## src/sv/sfj_pkg.sv

```systemverilog
// ----------------------------------------------------------------------------
// sfj_pkg
// Shared types and constants for the stair sensor fusion judge: payload
// structs, register indexes, class codes, gate bit positions and windows.
// ----------------------------------------------------------------------------
package sfj_pkg;

  // configuration port
  localparam int CFG_IDX_W = 3;

  typedef enum logic [CFG_IDX_W-1:0] {
    REG_ENABLED    = 3'd0,
    REG_MODE       = 3'd1,
    REG_PROFILE    = 3'd2,
    REG_AUTO_LOWER = 3'd3
  } cfg_reg_t;

  typedef struct packed {
    logic enabled;
    logic mode;        // 0 climb up, 1 descend
    logic profile;     // 0 center, 1 side
    logic auto_lower;
  } cfg_t;

  // input item
  typedef struct packed {
    logic [31:0] now_ms;
    logic [15:0] front_mm;
    logic        front_ok;
    logic [31:0] front_frame;
    logic [15:0] leg_mm;
    logic        leg_ok;
    logic [31:0] leg_frame;
    logic [15:0] aux_mm;
    logic        aux_ok;
    logic [31:0] aux_frame;
    logic [5:0]  gate_bits;
  } in_item_t;

  // result item
  typedef struct packed {
    logic [1:0] front_class;
    logic [1:0] aux_class;
    logic [1:0] leg_class;
    logic       suggest_climb;
    logic       descend_hint;
    logic       descend_edge_ready;
    logic       go_edge_high;
    logic       go_edge_low;
    logic       lower_after_climb;
    logic       lower_after_descend;
    logic       front_unblock_latched;
  } out_item_t;

  // freshness flags of the three lasers
  typedef struct packed {
    logic front;
    logic leg;
    logic aux;
  } fresh_t;

  // front laser classes
  localparam logic [1:0] FC_INVALID = 2'd0;
  localparam logic [1:0] FC_FAR     = 2'd1;
  localparam logic [1:0] FC_NEAR    = 2'd2;
  localparam logic [1:0] FC_EDGE    = 2'd3;

  // leg laser classes
  localparam logic [1:0] LC_INVALID = 2'd0;
  localparam logic [1:0] LC_STEP    = 2'd1;
  localparam logic [1:0] LC_GROUND  = 2'd2;
  localparam logic [1:0] LC_HIGH    = 2'd3;

  // gate bit positions
  localparam int GATE_FRONT_CLEAR      = 0;
  localparam int GATE_FRONT_CLEAR_EDGE = 1;
  localparam int GATE_REAR_BLOCKED     = 2;
  localparam int GATE_REAR_CLEAR       = 3;
  localparam int GATE_REAR_BLOCK_EDGE  = 4;
  localparam int GATE_REAR_CLEAR_EDGE  = 5;

  // timing
  localparam logic [31:0] TIMEOUT_MS = 32'd500;
  localparam logic [31:0] HOLD_MS    = 32'd3;

  // distance windows in mm
  localparam logic [15:0] EDGE_MIN       = 16'd800;
  localparam logic [15:0] NEAR_LO        = 16'd400;
  localparam logic [15:0] FRONT_NEAR_HI  = 16'd435;
  localparam logic [15:0] FRONT_GO_C_HI  = 16'd423;
  localparam logic [15:0] FRONT_GO_S_LO  = 16'd430;
  localparam logic [15:0] FRONT_GO_S_HI  = 16'd504;
  localparam logic [15:0] AUX_NEAR_C_HI  = 16'd470;
  localparam logic [15:0] AUX_GO_C_HI    = 16'd435;
  localparam logic [15:0] AUX_SIDE_HI    = 16'd510;
  localparam logic [15:0] LEG_STEP_HI    = 16'd449;
  localparam logic [15:0] LEG_GROUND_HI  = 16'd800;
  localparam logic [15:0] LEG_HIGH_HI    = 16'd1400;
  localparam logic [15:0] LEG_CLIMB_LO   = 16'd170;
  localparam logic [15:0] LEG_CLIMB_HI   = 16'd240;
  localparam logic [15:0] LEG_LOWER_LO   = 16'd280;
  localparam logic [15:0] LEG_LOWER_HI   = 16'd500;
  localparam logic [15:0] LEG_GO_LO      = 16'd500;
  localparam logic [15:0] LEG_GO_HI      = 16'd700;

  function automatic logic in_window(logic [15:0] v, logic [15:0] lo, logic [15:0] hi);
    return (v >= lo) && (v <= hi);
  endfunction

endpackage

```

## src/sv/sfj_fresh.sv

```systemverilog
// ----------------------------------------------------------------------------
// sfj_fresh
// Frame tracker for one laser: remembers the last frame counter and when it
// changed, and flags the laser fresh while frames keep arriving.
// ----------------------------------------------------------------------------
module sfj_fresh import sfj_pkg::*; (
  input  logic        clk,
  input  logic        rst_n,
  input  logic        step,
  input  logic [31:0] now_ms,
  input  logic [31:0] frame,
  input  logic        ok,
  output logic        fresh
);

  logic [31:0] seen_r;
  logic [31:0] stamp_r;
  logic        changed;
  logic [31:0] age;

  // a new frame counter restamps the age to zero
  assign changed = (frame != seen_r);
  assign age     = now_ms - stamp_r;
  assign fresh   = ok && (frame != 32'd0) && (changed || (age <= TIMEOUT_MS));

  // frame history
  always_ff @(posedge clk) begin
    if (!rst_n) begin
      seen_r  <= '0;
      stamp_r <= '0;
    end else if (step && changed) begin
      seen_r  <= frame;
      stamp_r <= now_ms;
    end
  end

endmodule

```

## src/sv/sfj_judge.sv

```systemverilog
// ----------------------------------------------------------------------------
// sfj_judge
// Classifies the three lasers, keeps the gate latches and the front hold
// timer, and forms the suggestions of the selected mode for one item.
// ----------------------------------------------------------------------------
module sfj_judge import sfj_pkg::*; (
  input  logic      clk,
  input  logic      rst_n,
  input  logic      step,
  input  logic      clr,
  input  cfg_t      cfg,
  input  in_item_t  item,
  input  fresh_t    fresh,
  output out_item_t res
);

  logic        rear_block_r,   rear_block_nxt;
  logic        rear_unblock_r, rear_unblock_nxt;
  logic        front_unblk_r,  front_unblk_nxt;
  logic        hold_r,         hold_nxt;
  logic [31:0] since_r,        since_nxt;

  logic        side;
  logic        climb;
  logic [31:0] since_eff;
  logic [15:0] aux_near_hi;
  logic [15:0] aux_go_hi;
  logic        go_front;
  logic        go_aux;
  logic        rb_upd, ru_upd, fu_upd, hold_upd;
  logic [31:0] since_upd;
  logic [1:0]  front_cls;
  logic [1:0]  aux_cls;
  logic [1:0]  leg_cls;

  assign side        = cfg.profile;
  assign climb       = !cfg.mode;
  assign aux_near_hi = side ? AUX_SIDE_HI : AUX_NEAR_C_HI;
  assign aux_go_hi   = side ? AUX_SIDE_HI : AUX_GO_C_HI;

  // latch and hold update for this item
  always_comb begin
    fu_upd    = front_unblk_r  | item.gate_bits[GATE_FRONT_CLEAR_EDGE];
    rb_upd    = rear_block_r   | item.gate_bits[GATE_REAR_BLOCK_EDGE];
    ru_upd    = rear_unblock_r | item.gate_bits[GATE_REAR_CLEAR_EDGE];
    since_eff = (since_r == 32'd0) ? item.now_ms : since_r;
    if (item.gate_bits[GATE_FRONT_CLEAR]) begin
      since_upd = since_eff;
      hold_upd  = ((item.now_ms - since_eff) >= HOLD_MS);
    end else begin
      since_upd = '0;
      hold_upd  = 1'b0;
    end
  end

  // classes, given even while disabled
  always_comb begin
    priority if (!fresh.front)            front_cls = FC_INVALID;
    else if (item.front_mm >= EDGE_MIN)   front_cls = FC_EDGE;
    else if (in_window(item.front_mm, NEAR_LO, FRONT_NEAR_HI))
                                          front_cls = FC_NEAR;
    else                                  front_cls = FC_FAR;

    priority if (!fresh.aux)              aux_cls = FC_INVALID;
    else if (item.aux_mm >= EDGE_MIN)     aux_cls = FC_EDGE;
    else if (in_window(item.aux_mm, NEAR_LO, aux_near_hi))
                                          aux_cls = FC_NEAR;
    else                                  aux_cls = FC_FAR;

    priority if (!fresh.leg)              leg_cls = LC_INVALID;
    else if (item.leg_mm <= LEG_STEP_HI)  leg_cls = LC_STEP;
    else if (item.leg_mm <= LEG_GROUND_HI) leg_cls = LC_GROUND;
    else if (item.leg_mm <= LEG_HIGH_HI)  leg_cls = LC_HIGH;
    else                                  leg_cls = LC_INVALID;
  end

  // go-edge windows of the front lasers
  assign go_front = fresh.front &&
                    (side ? in_window(item.front_mm, FRONT_GO_S_LO, FRONT_GO_S_HI)
                          : in_window(item.front_mm, NEAR_LO, FRONT_GO_C_HI));
  assign go_aux   = fresh.aux && in_window(item.aux_mm, NEAR_LO, aux_go_hi);

  // result item, suggestions all zero while disabled
  always_comb begin
    res.front_class           = front_cls;
    res.aux_class             = aux_cls;
    res.leg_class             = leg_cls;
    res.suggest_climb         = 1'b0;
    res.descend_hint          = 1'b0;
    res.descend_edge_ready    = 1'b0;
    res.go_edge_high          = 1'b0;
    res.go_edge_low           = 1'b0;
    res.lower_after_climb     = 1'b0;
    res.lower_after_descend   = 1'b0;
    res.front_unblock_latched = 1'b0;
    if (cfg.enabled) begin
      res.suggest_climb = climb &&
        ((front_cls == FC_NEAR) || (aux_cls == FC_NEAR) ||
         (fresh.leg && in_window(item.leg_mm, LEG_CLIMB_LO, LEG_CLIMB_HI)));
      res.descend_hint          = !climb && (ru_upd || item.gate_bits[GATE_REAR_CLEAR]);
      res.descend_edge_ready    = (front_cls == FC_EDGE);
      res.go_edge_high          = go_front || go_aux;
      res.go_edge_low           = (fresh.leg && in_window(item.leg_mm, LEG_GO_LO, LEG_GO_HI))
                                  || hold_upd;
      res.lower_after_climb     = cfg.auto_lower && climb &&
                                  (rb_upd || item.gate_bits[GATE_REAR_BLOCKED]);
      res.lower_after_descend   = cfg.auto_lower && !climb && fresh.leg &&
                                  in_window(item.leg_mm, LEG_LOWER_LO, LEG_LOWER_HI);
      res.front_unblock_latched = fu_upd;
    end
  end

  // next state: changed enable or mode and any auto-lower write clear progress, disabled clears after each item
  always_comb begin
    rear_block_nxt   = rear_block_r;
    rear_unblock_nxt = rear_unblock_r;
    front_unblk_nxt  = front_unblk_r;
    hold_nxt         = hold_r;
    since_nxt        = since_r;
    if (clr || (step && !cfg.enabled)) begin
      rear_block_nxt   = 1'b0;
      rear_unblock_nxt = 1'b0;
      front_unblk_nxt  = 1'b0;
      hold_nxt         = 1'b0;
      since_nxt        = '0;
    end else if (step) begin
      rear_block_nxt   = rb_upd;
      rear_unblock_nxt = ru_upd;
      front_unblk_nxt  = fu_upd;
      hold_nxt         = hold_upd;
      since_nxt        = since_upd;
    end
  end

  // progress registers
  always_ff @(posedge clk) begin
    if (!rst_n) begin
      rear_block_r   <= 1'b0;
      rear_unblock_r <= 1'b0;
      front_unblk_r  <= 1'b0;
      hold_r         <= 1'b0;
      since_r        <= '0;
    end else begin
      rear_block_r   <= rear_block_nxt;
      rear_unblock_r <= rear_unblock_nxt;
      front_unblk_r  <= front_unblk_nxt;
      hold_r         <= hold_nxt;
      since_r        <= since_nxt;
    end
  end

endmodule

```

## src/sv/stair_sensor_fusion_judge.sv

```systemverilog
// ----------------------------------------------------------------------------
// stair_sensor_fusion_judge
// Fuses three laser distances and the photogate bits of each tick into
// laser classes and stair assist suggestions.
//
//   channel  ports                         payload
//   input    in_valid / in_ready           in_data   (in_item_t)
//   result   out_valid / out_ready         out_data  (out_item_t)
//   config   cfg_valid / cfg_ready         cfg_idx, cfg_wdata
//
// One item per cycle while the result side keeps up; an item passes the input
// register, then the judge logic into the result register.
// Synchronous reset clears the valid flags, config and progress state; no clearing pass.
// A stalled result register holds the input register, and once that is
// also full in_ready drops; config writes are always taken.
// ----------------------------------------------------------------------------
module stair_sensor_fusion_judge import sfj_pkg::*; (
  input  logic                 clk,
  input  logic                 rst_n,
  input  logic                 in_valid,
  output logic                 in_ready,
  input  in_item_t             in_data,
  output logic                 out_valid,
  input  logic                 out_ready,
  output out_item_t            out_data,
  input  logic                 cfg_valid,
  output logic                 cfg_ready,
  input  logic [CFG_IDX_W-1:0] cfg_idx,
  input  logic                 cfg_wdata
);

  in_item_t  item_r;
  logic      item_vld_r;
  out_item_t res_r;
  logic      res_vld_r;
  cfg_t      cfg_r, cfg_nxt;
  logic      clr;
  logic      advance;
  logic      step;
  fresh_t    fresh;
  out_item_t res;

  // handshake
  assign advance   = !res_vld_r || out_ready;
  assign step      = item_vld_r && advance;
  assign in_ready  = !item_vld_r || advance;
  assign cfg_ready = 1'b1;
  assign out_valid = res_vld_r;
  assign out_data  = res_r;

  // register writes and progress clear
  always_comb begin
    cfg_nxt = cfg_r;
    clr     = 1'b0;
    if (cfg_valid) begin
      unique case (cfg_idx)
        REG_ENABLED: begin
          cfg_nxt.enabled = cfg_wdata;
          clr = (cfg_wdata != cfg_r.enabled);
        end
        REG_MODE: begin
          cfg_nxt.mode = cfg_wdata;
          clr = (cfg_wdata != cfg_r.mode);
        end
        REG_PROFILE: begin
          cfg_nxt.profile = cfg_wdata;
        end
        REG_AUTO_LOWER: begin
          cfg_nxt.auto_lower = cfg_wdata;
          clr = 1'b1;
        end
        default: begin
          cfg_nxt = cfg_r;
        end
      endcase
    end
  end

  always_ff @(posedge clk) begin
    if (!rst_n) begin
      cfg_r <= '0;
    end else begin
      cfg_r <= cfg_nxt;
    end
  end

  // input register
  always_ff @(posedge clk) begin
    if (!rst_n) begin
      item_vld_r <= 1'b0;
    end else if (in_ready) begin
      item_vld_r <= in_valid;
    end
  end

  always_ff @(posedge clk) begin
    if (in_valid && in_ready) begin
      item_r <= in_data;
    end
  end

  // laser frame trackers
  sfj_fresh u_fresh_front (
    .clk    (clk),
    .rst_n  (rst_n),
    .step   (step),
    .now_ms (item_r.now_ms),
    .frame  (item_r.front_frame),
    .ok     (item_r.front_ok),
    .fresh  (fresh.front)
  );

  sfj_fresh u_fresh_leg (
    .clk    (clk),
    .rst_n  (rst_n),
    .step   (step),
    .now_ms (item_r.now_ms),
    .frame  (item_r.leg_frame),
    .ok     (item_r.leg_ok),
    .fresh  (fresh.leg)
  );

  sfj_fresh u_fresh_aux (
    .clk    (clk),
    .rst_n  (rst_n),
    .step   (step),
    .now_ms (item_r.now_ms),
    .frame  (item_r.aux_frame),
    .ok     (item_r.aux_ok),
    .fresh  (fresh.aux)
  );

  // classification, latches and suggestions
  sfj_judge u_judge (
    .clk   (clk),
    .rst_n (rst_n),
    .step  (step),
    .clr   (clr),
    .cfg   (cfg_r),
    .item  (item_r),
    .fresh (fresh),
    .res   (res)
  );

  // result register
  always_ff @(posedge clk) begin
    if (!rst_n) begin
      res_vld_r <= 1'b0;
    end else if (advance) begin
      res_vld_r <= item_vld_r;
    end
  end

  always_ff @(posedge clk) begin
    if (step) begin
      res_r <= res;
    end
  end

endmodule

```

## config.mk

```make
export PLATFORM = sky130hd
export DESIGN_NAME = stair_sensor_fusion_judge
export DESIGN_NICKNAME = d
export VERILOG_FILES = /design/src/sv/sfj_pkg.sv /design/src/sv/sfj_fresh.sv /design/src/sv/sfj_judge.sv /design/src/sv/stair_sensor_fusion_judge.sv
export SDC_FILE = /design/constraint.sdc
export NUM_CORES = 1
export LEC_CHECK = 0
export BUFFER_PORTS_ARGS = -buffer_cell sky130_fd_sc_hd__buf_2
export CAP_MARGIN = 20
export CORE_MARGIN = 2
export CORE_UTILIZATION = 50
export CTS_BUF_LIST = sky130_fd_sc_hd__clkbuf_8
export CTS_CLUSTER_SIZE = 30
export DETAILED_ROUTE_END_ITERATION = 12
export PLACE_DENSITY = 0.7
export SYNTH_ARGS = -nofsm -noshare
export SYNTH_HDL_FRONTEND = slang
export SYNTH_SLANG_ARGS = --single-unit
```

## constraint.sdc

```tcl
create_clock -name clk -period 12.4 [get_ports clk]
set_clock_uncertainty 0.2 [all_clocks]
set_input_delay 1.86 -clock clk [delete_from_list [all_inputs] [get_ports clk]]
set_output_delay 1.86 -clock clk [all_outputs]
set_load 0.02 [all_outputs]
```

==> run summary, run 1 <==
The max-slew violation count came out at 0. The number of hold violations in the final report came out at 0. The aggregate negative setup slack is 0 ns. After synthesis, the largest family of logic cells by area is simple AND/OR/NAND/NOR gates.

The number of optimization iterations in the first detailed-route pass came out at 6. The cell row count came out at 81. The simple logic cell fraction of the synthesized area is 0.183. The count of distinct cell types in the synthesized netlist came out at 86.

The total number of yosys warnings came out at 0. The top-level port count is 211. The sequential area share after synthesis is 0.431.

The global placer's final weighted congestion is 0.940. The post-detailed-placement half-perimeter wirelength is 46900 um. The switching share of power came out at 0.323. Setup repair after global routing left no endpoint under its margin.

The number of clock buffers added by TritonCTS is 74. Setup violations remaining at the end of the flow were counted as 0. The minimum setup slack among reg-to-reg paths is 6.87 ns. The multiplexer fraction of the synthesized cell area is 0.0887.

In this design, the critical path's most frequently occurring cell is sky130_fd_sc_hd__nand4_1. The count of unresolved DRC violations after routing came out at 0. The slew at the pin closest to its max-slew limit is 1.13 ns. The final cell count without fillers is 3444. The total grt overflow is 0. The number of buffer and inverter stages on the critical path is 1.

Data arrives at the worst endpoint at 5.73 ns. The clock latency of the later-clocked register in the worst-skew pair is 0.67 ns. The H-tree depth came out at 3.

Timing analysis after detailed placement gives a worst setup slack of 7.02 ns. After synthesis, the share of flip-flops with an asynchronous set or reset is 0. Internal power comes to 2.60 mW. sky130_fd_sc_hd__edfxtp_1 takes more of the synthesized area than any other cell. STA classifies the critical path startpoint as a register.

The mean routed wirelength per cell is 18.8 um. The placed instance count is 3301. In the post-synthesis netlist, the biggest area contributors are sky130_fd_sc_hd__edfxtp_1, sky130_fd_sc_hd__dfxtp_1, sky130_fd_sc_hd__mux2i_1. TritonCTS built the clock tree. Of the total synthesized cell area, the portion taken by full adders, half adders and majority gates is 0.0663. The type of the tightest min-delay check is reg -> reg. In the finished design, the share of the clock period the worst path needs comes to 0.446. The critical path in this run is classified as reg -> reg. At the worst endpoint, the required time is 12.59 ns. IR analysis of the VDD net gives a maximum drop of 0.121 mV. The buffers inserted during post-CTS setup optimization came out at 0. Entering global routing, the biggest net connects 107 pins. The run finished with clean final reports. The standard cell core area came out at 48800 um2. The maximum cell stage delay along the critical path is 0.73 ns. STA classifies the critical path endpoint as a register. The clock tree root driver cell is sky130_fd_sc_hd__clkbuf_8. The synthesized netlist net count is 2829. The via count of the first global-routing pass is 19300.

The total routing usage reported by global routing is 0.252. The number of nets with antenna violations after detailed routing is 0. In the layout the commonest cells are sky130_fd_sc_hd__nor2b_1, sky130_fd_sc_hd__dfxtp_1, sky130_fd_sc_hd__mux2i_1. The fraction of synthesized cell area in xor and xnor cells came out at 0.0511. The post-synthesis to final-layout area growth is 12.8%. The number of violations of the max-capacitance limit is 0. Overall power consumption after layout is estimated at 3.84 mW. The cell count after synthesis is 2505. From bottom edge to top edge, the die measures 226 um. The effective utilization at floorplan is 0.505. The via-per-instance ratio is 5.78. The number of buffers between clock root and the deepest sink is 3. Among all flip-flop cells after synthesis, the most frequent one is sky130_fd_sc_hd__dfxtp_1. The switching power is 1.24 mW. The share of total power dissipated in sequential elements is 0.429. The wire length of the first global-routing pass came out at 102000 um. The library cell used most frequently in the layout, excluding fill and tap cells, is sky130_fd_sc_hd__nor2b_1. The routed wire length is 64900 um. The maximum clock frequency is 181 MHz.

The category of cells accounting for the largest share of critical-path delay is compound AO/OA/AOI/OAI gates. The number of filler cells placed in the layout came out at 4320. Measured on the finished design, the core utilization comes to 0.570. In this run, post-CTS hold repair placed 0 buffers. The average cell area after synthesis is 9.84 um2.

The number of synthesized register bits is 432. The leakage component of the power is 10.7 nW. Setup slack closes at 6.87 ns. The number of gates resized after CTS is 0. The combinational share of power came out at 0.249. The clock period minus worst slack is 5.53 ns. The total via count after detailed routing came out at 19900. The violation count after the first detailed-routing iteration came out at 1573. Of the total power, the clock network draws 0.323.

Dividing total power by cell area gives a power density of 138 nW/um2. The area of the mapped netlist came out at 24700 um2. The die footprint is 51100 um2. Of all nets on the critical path, the largest fanout is 22.

The clock input transition at the sequential cells of the worst setup and hold paths came out at 0.06 ns. The number of nets at the end of the flow is 3039. The worst max-slew margin expressed relative to the limit came out at 0.238. The number of buffer cells added on primary ports came out at 209. The initial antenna violation count is 0. The critical-path cell with the highest stage delay is sky130_fd_sc_hd__a2111oi_1. For this design, the sink count on the clock tree is 432. The share of synthesized area in the top cell type comes to 0.242. In this run, synthesis inferred 199 flip-flops with an integrated enable. The share of layout cells above drive strength 1 is 0.130. Walking the worst path, the cells encountered are nor4_1 > nand4_1 > nor2_2 > buf_8 > a21oi_1 > ha_1 > nand2_1 > o211ai_1 > nand4_1 > a2111oi_1 > o21ai_0 > nor3_1 > a31oi_1 > a211oi_1 > and4_1 > a31o_2 > o31ai_1.

The area fraction in compound gates after synthesis came out at 0.144. The die boundary width is 226 um.
==> synthesized netlist by cell type (all sizes together) (15+ instances only) <==
cell type	number
or3	16
o2111ai	15
o21a	31
a21oi	175
nor2	131
a31oi	20
xnor2	26
o21ai	95
xor2	118
nand2b	18
mux2i	214
ha	129
dfxtp	233
nand2	115
nor4	74
edfxtp	199
nor3	41
o211ai	21
and3	17
nor2b	242
clkbuf	81
inv	129
nor3b	16
nand3	40
nand4	46
a21o	30
==> sequential cells by signal, indices dropped and copies added (netlist names) <==
signal	count
u_judge.front_unblk_r	1
u_fresh_aux.seen_r	32
u_judge.rear_unblock_r	1
u_fresh_leg.seen_r	32
u_fresh_leg.stamp_r	32
u_fresh_front.seen_r	32
item_vld_r	1
u_judge.since_r	32
item_r	185
out_valid	1
out_data	14
u_fresh_aux.stamp_r	32
cfg_r	4
u_fresh_front.stamp_r	32
u_judge.rear_block_r	1
==> routing by layer <==
| metal | up-vias | GRT usage | part of all wire |
|---|---|---|---|
| li1 | 9662 | - | - |
| met1 | 9543 | 0.336 | 0.45 |
| met2 | 591 | 0.408 | 0.47 |
| met3 | 124 | 0.0425 | 0.052 |
| met4 | 0 | 0.100 | 0.034 |
| met5 | - | 0 | 0 |
==> path summary, 6_finish.rpt <==
kind | endpoint | start | cells after the start
worst max-delay path | out_data[3] | u_judge.since_r[7] | 17
worst min register to register | u_judge.front_unblk_r | u_judge.front_unblk_r | 2
worst min-delay path | u_judge.front_unblk_r | u_judge.front_unblk_r | 2
worst max register to register | out_data[3] | u_judge.since_r[7] | 17
==> cells by family (layout without fill, tap and decap cells) <==
logic type,count (synthesis),in the layout
simple gates,813,813
other cells,1,5
flops,432,432
xor+xnor,144,144
mux,218,218
buf+inv,224,495
compound gates,543,543
fa+ha+maj,130,130
==> through the flow <==
| step | cell area (um2) | hold WS (ns) |
|---|---|---|
| detailed placement | 26300 | 0.263 |
| CTS | 27800 | 0.277 |
| floorplan | 24700 | 0.237 |
| global route | 27800 | 0.314 |
| global placement | 26300 | 0.248 |
| finish | 27800 | 0.274 |
==> worst reg2reg max path, cell delays in order, from the launching register on <==
cell,delay (ns)
sky130_fd_sc_hd__dfxtp_1,0.32
sky130_fd_sc_hd__nor4_1,0.46
sky130_fd_sc_hd__nand4_1,0.20
sky130_fd_sc_hd__nor2_2,0.44
sky130_fd_sc_hd__buf_8,0.25
sky130_fd_sc_hd__a21oi_1,0.11
sky130_fd_sc_hd__ha_1,0.45
sky130_fd_sc_hd__nand2_1,0.14
sky130_fd_sc_hd__o211ai_1,0.36
sky130_fd_sc_hd__nand4_1,0.18
sky130_fd_sc_hd__a2111oi_1,0.73
sky130_fd_sc_hd__o21ai_0,0.40
sky130_fd_sc_hd__nor3_1,0.27
sky130_fd_sc_hd__a31oi_1,0.07
sky130_fd_sc_hd__a211oi_1,0.22
sky130_fd_sc_hd__and4_1,0.21
sky130_fd_sc_hd__a31o_2,0.19
sky130_fd_sc_hd__o31ai_1,0.08
==> power groups by stage <==
stage	registers [mW]	logic, mW	clock network, mW
floorplan	1.65	0.696	0
global placement	1.67	0.912	0
detailed placement	1.67	0.931	0
CTS	1.64	0.938	1.28
global route	1.65	1.05	1.34
finish	1.64	0.956	1.24
==> layout make-up <==
cell class / instances / area, um2 / share of cell area
Multi-Input combinational cell: 1849 / 13200 / 0.474
Sequential cell: 432 / 10600 / 0.382
Timing Repair Buffer: 229 / 1250 / 0.0450
Clock buffer: 78 / 1070 / 0.0386
Tap cell: 664 / 831 / 0.0299
Inverter: 129 / 484 / 0.0174
Clock inverter: 59 / 342 / 0.0123
Antenna cell: 4 / 10.0 / 0.000360
Note: power is estimated with default switching activity, not from simulation.
==> run 2, diff against run 1 <==
PLACE_DENSITY = 0.72   (was 0.7)
clock period = 5 ns   (was 12.4 ns; I/O delays follow)
==> run summary, run 2 (synthesis gave the netlist of run 1 again) <==
The run finished with clean final reports. STA classifies the critical path startpoint as a register. The die boundary width is 226 um.

The mean routed wirelength per cell came out at 19.5 um. The routed wire length came out at 68800 um. Before antenna repair, the detailed router went through 7 iterations. The floorplan step set the die height to 226 um. The maximum VDD drop is 0.318 mV. The depth of the worst register-to-register path is 17. The total via count after detailed routing is 20300. The net count of the finished layout is 3122. In the layout the commonest cells are sky130_fd_sc_hd__nor2b_1, sky130_fd_sc_hd__dfxtp_1, sky130_fd_sc_hd__mux2i_1. The number of filler cells placed in the layout is 4324.

The register with the most flip-flops in the layout has 185 of them. Summed over all cells, the static leakage comes to 11.1 nW. The max-slew violation count came out at 0.

The number of hold violations in the final report is 0. The worst hold slack after final layout is 0.0498 ns. The post-layout total power came out at 9.69 mW. Clock-pin slew was measured on the worst setup and hold paths at 0.07 ns. The effective utilization at floorplan came out at 0.505. item_r holds more flip-flops than any other register. For this block, the initial DRC count from the detailed router was 1279.

The path with the worst hold slack has its endpoint at item_r[53]. In the global route stage, overall resource usage came out at 0.268. The post-detailed-placement half-perimeter wirelength came out at 50200 um. The number of buffers between clock root and the deepest sink came out at 3. The worst register-to-register path ends at out_data[3]. The total CTS buffers came out at 74.

The wire length of the first global-routing pass is 107000 um. Setup repair after global routing left no endpoint under its margin. Global routing finished with a remaining overflow of 0. The buffers inserted during post-CTS setup optimization is 0. The floorplan step defined a core boundary enclosing 48800 um2. The worst max-slew margin expressed relative to the limit came out at 0.325. For this run, the top clock speed supported by timing is 211 MHz. The global placer's final weighted congestion came out at 0.939. The count of unresolved DRC violations after routing came out at 0. The top-level port count came out at 211. The final cell count without fillers is 3527.

The via count of the first global-routing pass was 19800. The placed instance count came out at 3351. The final instance area is 28600 um2. The die covers 51100 um2. Counting every sink on the clock net gives 432. By startpoint and endpoint, the worst setup path is classified as reg -> reg. The largest fanout on the critical path came out at 27. The clock latency of the later-clocked register in the worst-skew pair is 0.68 ns. The startpoint of the most critical register-to-register path is u_judge.since_r[16]. The number of nets with antenna violations after detailed routing is 0. The launch point of the worst hold path is in_data[53]. The pin count of the biggest net entering global routing came out at 186.

The via-per-instance ratio came out at 5.74. At the worst endpoint, the required time is 5.19 ns. The tool flagged a number of max-cap violations equal to 0.

The data arrival at the endpoint of the critical path is 4.94 ns. The number of buffer cells added on primary ports came out at 209. The post-synthesis to final-layout area growth is 15.9%.

For flop-to-flop paths, the worst setup slack is 0.25 ns. In this run the worst hold path is classified as in -> reg. The total power divided by cell area is 339 nW/um2. The cell row count is 81. Subtracting the final worst setup slack from the clock period gives 4.75 ns. The slew at the pin closest to its max-slew limit is 1.01 ns. The placed instances occupy a cell area of 26700 um2. The final-report setup violation count came out at 0.

The initial antenna violation count is 3. The H-tree depth came out at 3. The share of layout cells above drive strength 1 is 0.148. Leaving out fill and tap cells, the most frequent cell in the layout is sky130_fd_sc_hd__nor2b_1. The ratio of final minimum period to clock period is 0.950.

The tree is rooted in a sky130_fd_sc_hd__clkbuf_8. TritonCTS built the clock tree. The number of stages on the worst hold path came out at 1. The capturing element type of the critical path is a register.
-- run 2: cell types whose count changed in the layout (fill, tap and decap cells not counted), sizes merged --
cell | previous run | this run
buf | 229 | 278
bufinv | 2 | 0
clkbuf | 78 | 83
clkinv | 14 | 19
clkinvlp | 1 | 2
dlygate4sd3 | 0 | 34
inv | 171 | 162
-- run 2: layout make-up --
type                    instances  area [um2]  share of cell area
repair buffers                312        1970              0.0689
diodes                          4        10.0            0.000350
multi-input cells            1849       13200               0.463
inverters                     129         484              0.0169
well taps                     664         831              0.0291
flip-flops and latches        432       10600               0.372
clock inverters                54         287              0.0100
clock buffers                  83        1140              0.0400
-- run 2: metrics by stage --
step	utilization	TNS, ns	worst slack [ns]
2_1_floorplan	-	0	0.566
3_3_place_gp	0.547	-0.0285	-0.0285
3_5_place_dp	0.547	-0.0197	-0.0197
4_1_cts	0.583	0	0.0346
5_1_grt	0.585	0	0.0345
6_report	0.585	0	0.252
-- run 2: worst max path at each step --
stage                   to                start  slack, ns  depth (start not counted)
2_1_floorplan  out_data[3]  u_judge.since_r[24]       0.57                         19
3_3_place_gp   out_data[3]  u_judge.since_r[24]      -0.03                         18
3_5_place_dp   out_data[3]  u_judge.since_r[16]      -0.02                         18
4_1_cts        out_data[3]  u_judge.since_r[24]       0.03                         18
5_1_grt        out_data[3]  u_judge.since_r[23]       0.03                         18
6_report       out_data[3]  u_judge.since_r[16]       0.25                         17
-- run 2: what timing repair did --
item / CTS / global route
endpoints found under the setup margin: 1 / 1
hold buffers: 33 / 1
resized for setup: 1 / 6
pin swaps: 0 / 1
hold endpoints to repair: 33 / 1
-- run 2: metal layers --
metal | global-route usage | share of wire | vias to the layer above
met5 | 0 | 0 | -
met4 | 0.117 | 0.043 | 0
met3 | 0.0431 | 0.050 | 150
met2 | 0.442 | 0.47 | 606
met1 | 0.348 | 0.43 | 9653
li1 | - | - | 9845
-- run 2: power breakdown --
part / internal [mW] / switching, mW / total [mW]
clock network: 1.56 / 1.53 / 3.09
registers: 3.90 / 0.169 / 4.07
logic: 1.07 / 1.47 / 2.54
total: 6.52 / 3.17 / 9.69
-- run 2: critical path: stages, from the launching register on --
cell	delay [ns]
sky130_fd_sc_hd__dfxtp_1	0.33
sky130_fd_sc_hd__nor4_2	0.31
sky130_fd_sc_hd__nand4_1	0.21
sky130_fd_sc_hd__nor2_2	0.21
sky130_fd_sc_hd__buf_6	0.25
sky130_fd_sc_hd__a21oi_1	0.13
sky130_fd_sc_hd__ha_1	0.35
sky130_fd_sc_hd__buf_4	0.17
sky130_fd_sc_hd__and3_1	0.19
sky130_fd_sc_hd__a221o_1	0.35
sky130_fd_sc_hd__a221o_1	0.37
sky130_fd_sc_hd__or3b_1	0.41
sky130_fd_sc_hd__a21boi_0	0.26
sky130_fd_sc_hd__nor3b_1	0.09
sky130_fd_sc_hd__a311oi_1	0.22
sky130_fd_sc_hd__and4_1	0.22
sky130_fd_sc_hd__a31o_2	0.15
sky130_fd_sc_hd__o31ai_1	0.06
